$ cat src/rts_pkg.sv
package rts_pkg;

	localparam int unsigned COUNT_BITS_DEF = 24;
	localparam int unsigned OUT_CNT_W      = 24;
	localparam int unsigned INDEX_W        = 16;
	localparam int unsigned TOKEN_W        = 16;
	localparam int unsigned FRAC_W         = 16;
	localparam int unsigned QUOT_W         = 32;
	localparam int unsigned COEF_W         = 23;
	localparam int unsigned ACC_W          = 64;

	// Q16.16 coefficients
	localparam logic [COEF_W-1:0] K_EASE_A  = 23'd5544346;  // 84.6
	localparam logic [COEF_W-1:0] K_EASE_B  = 23'd66519;    // 1.015
	localparam logic [COEF_W-1:0] K_GRADE_A = 23'd773325;   // 11.8
	localparam logic [COEF_W-1:0] K_GRADE_B = 23'd25559;    // 0.39
	// offsets already in Q32.32
	localparam logic signed [ACC_W-1:0] EASE_BASE  = 64'sd13555139 <<< 16;   // 206.835
	localparam logic signed [ACC_W-1:0] GRADE_BASE = -(64'sd1021706 <<< 16); // -15.59

	localparam logic [7:0] CH_SPACE = 8'h20;
	localparam logic [7:0] CH_NL    = 8'h0A;
	localparam logic [7:0] CH_E     = 8'h65;

	typedef struct packed {
		logic [7:0] text_char;
		logic       last;
	} in_item_t;

	typedef struct packed {
		logic [OUT_CNT_W-1:0]      syllable_count;
		logic [OUT_CNT_W-1:0]      word_count_lines;
		logic [OUT_CNT_W-1:0]      word_count_spaces;
		logic [OUT_CNT_W-1:0]      sentence_count;
		logic signed [INDEX_W-1:0] ease_index;
		logic signed [INDEX_W-1:0] grade_x10;
		logic                      divide_fault;
	} out_item_t;

	typedef enum logic [5:0] {
		ST_ACC   = 6'b000001,
		ST_DIV   = 6'b000010,
		ST_MUL   = 6'b000100,
		ST_SCALE = 6'b001000,
		ST_ROUND = 6'b010000,
		ST_FLUSH = 6'b100000
	} state_t;

endpackage

$ cat src/rts_stream_if.sv
interface rts_stream_if #(
	parameter type T = logic
);
	logic valid;
	logic ready;
	T     data;

	modport source (output valid, output data, input ready);
	modport sink   (input valid, input data, output ready);
endinterface

$ cat src/readability_text_statistics.sv
// Channel  | Dir | Payload                                       | Transfer
// ---------+-----+-----------------------------------------------+-------------------
// in_ch    | in  | text_char[7:0], last                          | valid & ready
// out_ch   | out | 4 counts [23:0], ease_index, grade_x10, fault | valid & ready
//
// One byte is taken per cycle while the block is accumulating.
// A byte with last set starts the finish sequence: two restoring divisions
// through one shared divider, steps on one shared 32x23 multiplier, a scale
// and a round step, then the result is loaded into the output register
// (directly, with divide_fault set, if there are no line words or no marks).
// in_ch.ready is low during that sequence and while a finished result waits
// for a free output register; a stalled output does not block bytes of the
// next text. arst_n clears all counts and the sequencer; no clearing pass.
module readability_text_statistics #(
	parameter int unsigned COUNT_BITS = rts_pkg::COUNT_BITS_DEF
) (
	input  logic         clk,
	input  logic         arst_n,
	rts_stream_if.sink   in_ch,
	rts_stream_if.source out_ch
);
	import rts_pkg::*;

	// divider sizing: numerator is count<<16 plus half the divisor
	localparam int unsigned NUM_W = COUNT_BITS + FRAC_W + 1;
	localparam int unsigned CNT_W = $clog2(NUM_W + 1);
	localparam int unsigned SUM_W = ((COUNT_BITS > TOKEN_W) ? COUNT_BITS : TOKEN_W) + 1;
	localparam int unsigned PROD_W = QUOT_W + COEF_W;
	localparam logic [COUNT_BITS-1:0] CNT_MAX = '1;

	// open line token plus line-word totals
	typedef struct packed {
		logic                  held_valid;
		logic [7:0]            held_char;
		logic [TOKEN_W-1:0]    tok;
		logic                  dig;
		logic [COUNT_BITS-1:0] syl;
		logic [COUNT_BITS-1:0] words;
	} line_t;

	// open space token plus space-word total
	typedef struct packed {
		logic                  open;
		logic                  dig;
		logic [COUNT_BITS-1:0] words;
	} space_t;

	// ---------------------------------------------------------------- helpers
	function automatic logic is_vowel(logic [7:0] c);
		logic [7:0] l;
		l = c | 8'h20;
		return (c >= 8'h41) && (l == 8'h61 || l == 8'h65 || l == 8'h69 ||
			l == 8'h6F || l == 8'h75 || l == 8'h79);
	endfunction

	function automatic logic is_mark(logic [7:0] c);
		return c == 8'h2E || c == 8'h21 || c == 8'h3F || c == 8'h3B || c == 8'h3A;
	endfunction

	function automatic logic is_digit(logic [7:0] c);
		return c >= 8'h30 && c <= 8'h39;
	endfunction

	function automatic logic [COUNT_BITS-1:0] sat_inc(logic [COUNT_BITS-1:0] v);
		return (&v) ? v : v + COUNT_BITS'(1);
	endfunction

	function automatic logic [TOKEN_W-1:0] tok_inc(logic [TOKEN_W-1:0] v);
		return (&v) ? v : v + TOKEN_W'(1);
	endfunction

	function automatic logic [COUNT_BITS-1:0] sat_add(logic [COUNT_BITS-1:0] a,
			logic [TOKEN_W-1:0] b);
		logic [SUM_W-1:0] s;
		s = SUM_W'(a) + SUM_W'(b);
		return (s > SUM_W'(CNT_MAX)) ? CNT_MAX : s[COUNT_BITS-1:0];
	endfunction

	function automatic line_t close_line(line_t l);
		line_t r;
		r = l;
		if (l.held_valid) begin
			if (is_vowel(l.held_char)) r.tok = tok_inc(l.tok);
			if (!l.dig) begin
				if (l.held_char == CH_E && r.tok > TOKEN_W'(1)) r.tok = r.tok - TOKEN_W'(1);
				r.syl   = sat_add(l.syl, r.tok);
				r.words = sat_inc(l.words);
			end
		end
		r.held_valid = 1'b0;
		r.held_char  = '0;
		r.tok        = '0;
		r.dig        = 1'b0;
		return r;
	endfunction

	function automatic space_t close_space(space_t s);
		space_t r;
		r = s;
		if (s.open && !s.dig) r.words = sat_inc(s.words);
		r.open = 1'b0;
		r.dig  = 1'b0;
		return r;
	endfunction

	function automatic logic [OUT_CNT_W-1:0] out24(logic [COUNT_BITS-1:0] v);
		logic [32:0] w;
		w = 33'(v);
		return (w > 33'hFF_FFFF) ? '1 : w[OUT_CNT_W-1:0];
	endfunction

	// Q32.32 to integer, half away from zero, clamp to 16 bits
	function automatic logic signed [INDEX_W-1:0] round_sat(logic signed [ACC_W-1:0] v);
		logic [ACC_W-1:0] mag;
		logic [ACC_W-1:0] r;
		mag = v[ACC_W-1] ? ACC_W'(-v) : ACC_W'(v);
		r   = (mag + (ACC_W'(1) << 31)) >> 32;
		if (!v[ACC_W-1]) begin
			return (r > ACC_W'(32767)) ? 16'sh7FFF : INDEX_W'(r);
		end else begin
			return (r > ACC_W'(32768)) ? 16'sh8000 : INDEX_W'(-r);
		end
	endfunction

	// ---------------------------------------------------------------- state
	state_t                  state_q;
	line_t                   line_q, line_n;
	space_t                  space_q, space_n;
	logic [COUNT_BITS-1:0]   sent_q, sent_n;

	logic [NUM_W-1:0]        div_n_q;     // dividend bits out, quotient bits in
	logic [COUNT_BITS-1:0]   div_rem_q;
	logic [COUNT_BITS-1:0]   div_den_q;
	logic [CNT_W-1:0]        div_cnt_q;
	logic                    div_sel_q;   // 0: syllables/word, 1: words/sentence

	logic [QUOT_W-1:0]       a_q, b_q;
	logic [2:0]              step_q;
	logic [PROD_W-1:0]       prod_q;
	logic signed [ACC_W-1:0] acc_e_q, acc_g_q;

	logic signed [INDEX_W-1:0] ease_q, grade_q;
	logic                    fault_q;

	out_item_t               out_q;
	logic                    out_valid_q;

	in_item_t                in_item;
	logic                    in_xfer;
	logic                    load_out;

	assign in_item     = in_ch.data;
	assign in_ch.ready = (state_q == ST_ACC);
	assign in_xfer     = in_ch.valid && in_ch.ready;
	assign load_out    = (state_q == ST_FLUSH) && (!out_valid_q || out_ch.ready);

	assign out_ch.valid = out_valid_q;
	assign out_ch.data  = out_q;

	// ---------------------------------------------------------------- per-byte update
	always_comb begin
		logic [7:0] c;
		logic       sp;
		logic       nl;
		c  = in_item.text_char;
		sp = (c == CH_SPACE);
		nl = (c == CH_NL);

		sent_n = is_mark(c) ? sat_inc(sent_q) : sent_q;

		space_n = space_q;
		if (sp) begin
			space_n = close_space(space_q);
		end else begin
			space_n.open = 1'b1;
			if (is_digit(c)) space_n.dig = 1'b1;
		end

		line_n = line_q;
		if (sp || nl) begin
			line_n = close_line(line_q);
		end else begin
			if (line_q.held_valid && is_vowel(line_q.held_char) && !is_vowel(c) && !is_mark(c))
				line_n.tok = tok_inc(line_q.tok);
			line_n.held_char  = c;
			line_n.held_valid = 1'b1;
			if (is_digit(c)) line_n.dig = 1'b1;
		end

		// last byte closes both open tokens
		if (in_item.last) begin
			line_n  = close_line(line_n);
			space_n = close_space(space_n);
		end
	end

	// ---------------------------------------------------------------- shared divider step
	logic [COUNT_BITS:0]   div_trial;
	logic [COUNT_BITS:0]   div_diff;
	logic                  div_qbit;
	logic [NUM_W-1:0]      div_n_next;
	logic [COUNT_BITS-1:0] div_rem_next;
	logic [63:0]           div_quot;
	logic [QUOT_W-1:0]     div_sat;

	always_comb begin
		div_trial    = {div_rem_q, div_n_q[NUM_W-1]};
		div_diff     = div_trial - {1'b0, div_den_q};
		div_qbit     = (div_trial >= {1'b0, div_den_q});
		div_rem_next = div_qbit ? div_diff[COUNT_BITS-1:0] : div_trial[COUNT_BITS-1:0];
		div_n_next   = {div_n_q[NUM_W-2:0], div_qbit};
		div_quot     = 64'(div_n_next);
		div_sat      = (|div_quot[63:QUOT_W]) ? '1 : div_quot[QUOT_W-1:0];
	end

	function automatic logic [NUM_W-1:0] div_num(logic [COUNT_BITS-1:0] hi,
			logic [COUNT_BITS-1:0] den);
		return (NUM_W'(hi) << FRAC_W) + NUM_W'(den >> 1);
	endfunction

	// ---------------------------------------------------------------- shared multiplier
	logic [QUOT_W-1:0] mul_x;
	logic [COEF_W-1:0] mul_k;
	logic [PROD_W-1:0] mul_p;

	always_comb begin
		mul_x = step_q[0] ? b_q : a_q;
		case (step_q[1:0])
			2'd0:    mul_k = K_EASE_A;
			2'd1:    mul_k = K_EASE_B;
			2'd2:    mul_k = K_GRADE_A;
			default: mul_k = K_GRADE_B;
		endcase
		mul_p = PROD_W'(mul_x) * PROD_W'(mul_k);
	end

	// ---------------------------------------------------------------- sequencer
	always_ff @(posedge clk or negedge arst_n) begin
		if (!arst_n) begin
			state_q     <= ST_ACC;
			line_q      <= '0;
			space_q     <= '0;
			sent_q      <= '0;
			div_cnt_q   <= '0;
			div_sel_q   <= 1'b0;
			step_q      <= '0;
			out_valid_q <= 1'b0;
		end else begin
			if (load_out) out_valid_q <= 1'b1;
			else if (out_ch.ready) out_valid_q <= 1'b0;

			case (state_q)
				ST_ACC: begin
					if (in_xfer) begin
						line_q  <= line_n;
						space_q <= space_n;
						sent_q  <= sent_n;
						if (in_item.last) begin
							if (line_n.words == '0 || sent_n == '0) begin
								state_q <= ST_FLUSH;
							end else begin
								div_sel_q <= 1'b0;
								div_cnt_q <= CNT_W'(NUM_W);
								state_q   <= ST_DIV;
							end
						end
					end
				end
				ST_DIV: begin
					if (div_cnt_q == CNT_W'(1)) begin
						if (!div_sel_q) begin
							div_sel_q <= 1'b1;
							div_cnt_q <= CNT_W'(NUM_W);
						end else begin
							step_q  <= '0;
							state_q <= ST_MUL;
						end
					end else begin
						div_cnt_q <= div_cnt_q - CNT_W'(1);
					end
				end
				ST_MUL: begin
					step_q <= step_q + 3'd1;
					if (step_q == 3'd4) state_q <= ST_SCALE;
				end
				ST_SCALE: state_q <= ST_ROUND;
				ST_ROUND: state_q <= ST_FLUSH;
				ST_FLUSH: begin
					if (load_out) begin
						line_q  <= '0;
						space_q <= '0;
						sent_q  <= '0;
						state_q <= ST_ACC;
					end
				end
				default: state_q <= ST_ACC;
			endcase
		end
	end

	// datapath registers, no reset
	always_ff @(posedge clk) begin
		case (state_q)
			ST_ACC: begin
				div_n_q   <= div_num(line_n.syl, line_n.words);
				div_den_q <= line_n.words;
				div_rem_q <= '0;
				ease_q    <= '0;
				grade_q   <= '0;
				fault_q   <= 1'b1;
			end
			ST_DIV: begin
				if (div_cnt_q == CNT_W'(1) && !div_sel_q) begin
					// first quotient done, load words/sentence
					a_q       <= div_sat;
					div_n_q   <= div_num(space_q.words, sent_q);
					div_den_q <= sent_q;
					div_rem_q <= '0;
				end else begin
					div_n_q   <= div_n_next;
					div_rem_q <= div_rem_next;
					if (div_cnt_q == CNT_W'(1)) begin
						b_q     <= div_sat;
						acc_e_q <= EASE_BASE;
						acc_g_q <= GRADE_BASE;
					end
				end
			end
			ST_MUL: begin
				prod_q <= mul_p;
				case (step_q)
					3'd1:    acc_e_q <= acc_e_q - ACC_W'(prod_q);
					3'd2:    acc_e_q <= acc_e_q - ACC_W'(prod_q);
					3'd3:    acc_g_q <= acc_g_q + ACC_W'(prod_q);
					3'd4:    acc_g_q <= acc_g_q + ACC_W'(prod_q);
					default: ;
				endcase
			end
			ST_SCALE: acc_g_q <= (acc_g_q <<< 3) + (acc_g_q <<< 1);
			ST_ROUND: begin
				ease_q  <= round_sat(acc_e_q);
				grade_q <= round_sat(acc_g_q);
				fault_q <= 1'b0;
			end
			default: ;
		endcase

		if (load_out) begin
			out_q.syllable_count    <= out24(line_q.syl);
			out_q.word_count_lines  <= out24(line_q.words);
			out_q.word_count_spaces <= out24(space_q.words);
			out_q.sentence_count    <= out24(sent_q);
			out_q.ease_index        <= ease_q;
			out_q.grade_x10         <= grade_q;
			out_q.divide_fault      <= fault_q;
		end
	end

endmodule

$ cat src/flat_wrapper.sv
// flat-port wrapper written by rule: the top's interface ports become plain ports
module readability_text_statistics_flat import rts_pkg::*;
#(
	parameter int unsigned COUNT_BITS = rts_pkg::COUNT_BITS_DEF
)
  (clk, arst_n, in_ch_valid, in_ch_data, in_ch_ready, out_ch_valid, out_ch_data, out_ch_ready);
  rts_stream_if #(.T(in_item_t)) in_ch_i ();
  rts_stream_if #(.T(out_item_t)) out_ch_i ();
  input  logic clk;
  input  logic arst_n;
  input wire logic [$bits(in_ch_i.valid)-1:0] in_ch_valid;
  input wire logic [$bits(in_ch_i.data)-1:0] in_ch_data;
  output wire logic [$bits(in_ch_i.ready)-1:0] in_ch_ready;
  output wire logic [$bits(out_ch_i.valid)-1:0] out_ch_valid;
  output wire logic [$bits(out_ch_i.data)-1:0] out_ch_data;
  input wire logic [$bits(out_ch_i.ready)-1:0] out_ch_ready;
  assign in_ch_i.valid = in_ch_valid;
  assign in_ch_i.data = in_ch_data;
  assign in_ch_ready = in_ch_i.ready;
  assign out_ch_valid = out_ch_i.valid;
  assign out_ch_data = out_ch_i.data;
  assign out_ch_i.ready = out_ch_ready;
  readability_text_statistics #(.COUNT_BITS(COUNT_BITS)) u_core (.clk(clk), .arst_n(arst_n), .in_ch(in_ch_i), .out_ch(out_ch_i));
endmodule
$ cat config.mk
export PLATFORM = sky130hd
export DESIGN_NAME = readability_text_statistics_flat
export DESIGN_NICKNAME = d
export VERILOG_FILES = /design/src/rts_pkg.sv /design/src/rts_stream_if.sv /design/src/readability_text_statistics.sv /design/src/flat_wrapper.sv
export SDC_FILE = /design/constraint.sdc
export NUM_CORES = 2
export LEC_CHECK = 0
export BUFFER_PORTS_ARGS = -buffer_cell sky130_fd_sc_hd__buf_2
export CAP_MARGIN = 10
export CORE_MARGIN = 5
export CORE_UTILIZATION = 35
export CTS_CLUSTER_DIAMETER = 60
export CTS_CLUSTER_SIZE = 28
export DETAILED_ROUTE_END_ITERATION = 8
export PLACE_DENSITY = 0.5
export SLEW_MARGIN = 30
export SYNTH_ARGS = -nofsm -noshare
export SYNTH_HDL_FRONTEND = slang
export SYNTH_SLANG_ARGS = --single-unit
$ cat constraint.sdc
create_clock -name clk -period 10.33 [get_ports clk]
set_clock_uncertainty 0.15 [all_clocks]
set_input_delay 0 -clock clk [delete_from_list [all_inputs] [get_ports clk]]
set_output_delay 0 -clock clk [all_outputs]
set_load 0.02 [all_outputs]
==> impl_metrics.yaml <==
placed_design:
  numPortBuffers: 143
  gp_congestion: 0.923
  dp_hpwl_um: 175000
pwr:
  p_per_area_nw_per_um2: 121
  ir_drop_v: 0.000104
  p_leak_nw: 31.7
  power.total_w: 0.00924
logic_synthesis:
  synth_cells: 7434
  synth.most_common_cell: "inv_1"
  avgSynthCellArea_sq_um: 9.18
  netlist_area_sq_um: 68300
  synth_seq_cells: 639
  synth_edf_count: 498
  synth_common_cells: "inv_1, nand2_1, fa_1, nor2_1, ha_1"
  yosysSeqAreaShare: 0.271
  async_flop_share: 0.221
  yosysTopAreaCellShare: 0.219
  synthFlopType: "edfxtp_1"
  synth_top_cell_by_area: "edfxtp_1"
  synth.area.top_cells: "edfxtp_1, fa_1, ha_1"
  synth_nets: 8522
  ys_warn_count: 0
  yosys.cell_types.count: 103
timing:
  tns_ns: 0
  fmax_ghz: 0.102
  fin_crit_ns: 9.80
  finalSetupViolCount: 0
  drv_slew: 0
  fin_crit_sh: 0.949
  worstMarginPinSlew_ns: 0.990
  hold_viol_final: 0
  relSlewSlack: 0.335
finish:
  area_growth_pct: 11.7
  fillCellCount: 19442
  fin_nets: 8702
  regArea_sq_um: 18500
  fin_util: 0.392
  drive_above_1_share: 0.0930
  multi_input_area_sq_um: 45800
routing:
  num_vias: 55616
  drt_wl_total_um: 218000
  avgViaCountPerCell: 5.44
  drt_first_pass_iters: 5
  routedWlPerCell_um: 21.3
  drt_iter0_markers: 3738
  drc: 0
  postRouteAntennaNets: 0
setup_path:
  end_kind: "flip-flop"
  crit_top_cell: "buf_4"
  crit_type: "reg2reg"
  cp.arrival_ns: 10.12
  worstPathMaxFanout: 6
  startpoint_type: "flip-flop"
  critPathMaxStageDelay_ns: 0.41
  cp.required_ns: 10.65
  slowest_stage: "fa_1"
clock_network:
  cts_tree: "built"
  clkTransAtPathRegs_ns: 0.08
  insertion_delay_ns: 0.73
  cts_made_buffers: 82
  cts.path.max_buffers: 3
  clkSinkCount: 639
  root_buffer: "clkbuf_16"
  htree_levels: 3
floorplanning:
  core_sq_um: 194000
  ios: 144
  dieWidth_um: 452
  rows: 162
  start_util: 0.351
  die_h_um: 452
  die_area_sq_um: 204000
flow_run:
  cap_violations: 0
hold_path:
  hp-class: "in2reg"
global_routing:
  grt_pass1_vias: 55943
  grt_usage: 0.210
  globalRouteOverflowTotal: 0
  grt_pass1_wl_um: 338000
  grt_max_degree: 78
  antenna_found_initial: 0
status:
  status: "completed"
[cell type report]
class	count	area share
Antenna cell	2	0.0000656
Clock buffer	88	0.0278
Clock inverter	60	0.00917
Inverter	830	0.0409
Multi-Input combinational cell	5658	0.601
Sequential cell	639	0.242
Tap cell	2542	0.0417
Timing Repair Buffer	403	0.0369
[stage by stage]
step | area, sq um | instances | worst slack, ns | hold slack [ns]
2_1_floorplan | 68300 | 7434 | 0.0488 | -0.446
3_3_place_gp | 72900 | 10040 | -0.00978 | -0.0358
3_5_place_dp | 72900 | 10042 | -0.111 | -0.0251
4_1_cts | 76000 | 10215 | 0.0275 | 0.0111
5_1_grt | 76300 | 10220 | -0.0551 | 0.0757
6_report | 76300 | 10222 | 0.529 | 0.0714
[layout by cell type (no fill, tap or decap), types with 21 or more instances in the layout]
cell	count
o211ai_1	34
edfxtp_1	498
nor2b_1	91
buf_2	142
o21a_1	63
and2_1	97
o41ai_1	23
mux2i_1	83
o21bai_1	48
inv_1	807
a22o_1	43
nand4_1	89
nand3_1	197
and3_1	70
o31ai_1	83
a211oi_1	73
nor2_1	537
dlygate4sd3_1	24
o21ai_0	369
nand3b_1	27
nor3_1	158
xor2_1	200
or2_2	68
or3_1	70
buf_4	228
a21o_1	151
and4_1	21
nand2_1	590
nor4_1	64
clkbuf_16	84
a21oi_1	385
fa_1	572
nor3b_1	34
a31oi_1	76
nand2b_1	128
o22ai_1	45
ha_1	499
dfrtp_1	139
xnor2_1	277
[layer usage]
| layer | vias up | routed length, um | global-route usage |
|---|---|---|---|
| met2 | 1298 | 106000 | 0.359 |
| met3 | 325 | 8760 | 0.0239 |
| li1 | 26472 | - | - |
| met1 | 27521 | 94600 | 0.274 |
| met5 | - | 0 | 0 |
| met4 | 0 | 8910 | 0.0757 |
[sequential cells by signal (all words and copies together), names as in the netlist, 24 cells and up]
name,flops
u_core.space_q,26
u_core.div_rem_q,24
u_core.acc_g_q,64
u_core.div_n_q,41
u_core.out_ch.data,129
u_core.sent_q,24
u_core.b_q,32
u_core.line_q,74
u_core.div_den_q,24
u_core.acc_e_q,64
u_core.a_q,32
u_core.prod_q,55
[cell families (layout without fill, tap and decap cells)]
kind of cell / after synthesis / after routing / share of synthesized area
adder cells (fa/ha/maj): 1076 / 1076 / 0.260
multiplexers: 92 / 92 / 0.0137
XOR/XNOR: 483 / 483 / 0.0621
buffers and inverters: 1137 / 1381 / 0.0629
flip-flops: 639 / 639 / 0.271
AO/OA/AOI/OAI: 1653 / 1653 / 0.158
other: 0 / 2 / 0
AND/OR/NAND/NOR: 2354 / 2354 / 0.173
[path summary, 6_finish.rpt]
check	start	end	slack, ns	cells past startpoint
hold / removal	out_ch_ready	u_core.state_q[5]$_DFFE_PN0P_	0.07	5
min in group asynchronous	arst_n	u_core.line_q[71]$_DFFE_PN0P_	0.23	4
setup reg to reg	u_core.line_q[68]$_DFFE_PN0P_	u_core.div_n_q[36]$_DFFE_PP_	0.53	53
hold reg to reg	u_core.grade_q[8]$_SDFFCE_PN0P_	u_core.out_ch.data[9]$_DFFE_PP_	0.24	0
max in group asynchronous	arst_n	u_core.state_q[4]$_DFFE_PN0P_	9.10	4
setup / recovery	u_core.line_q[68]$_DFFE_PN0P_	u_core.div_n_q[36]$_DFFE_PP_	0.53	53
[power breakdown]
group	total [W]	switching, W	internal [W]
clock	0.00300	0.00134	0.00165
combinational	0.00255	0.00167	0.000880
sequential	0.00369	0.000347	0.00334
total	0.00924	0.00336	0.00588
[timing repair]
item / CTS / global route
setup buffers: 0 / 3
pin swaps: 1 / 18
setup endpoints to repair: 8 / 19
resized for setup: 6 / 43
hold buffers: 25 / 0
endpoints found under the hold margin: 146 / 0
[worst max-delay path, delay by kind of cell, from the launching register on]
family	cells	cell delay (ns)
flip-flops	1	0.37
adder cells (fa/ha/maj)	5	1.46
AO/OA/AOI/OAI	19	3.01
buffers and inverters	9	1.08
XOR/XNOR	3	0.59
AND/OR/NAND/NOR	17	2.88
No activity file was read; power rests on OpenSTA's default activity.
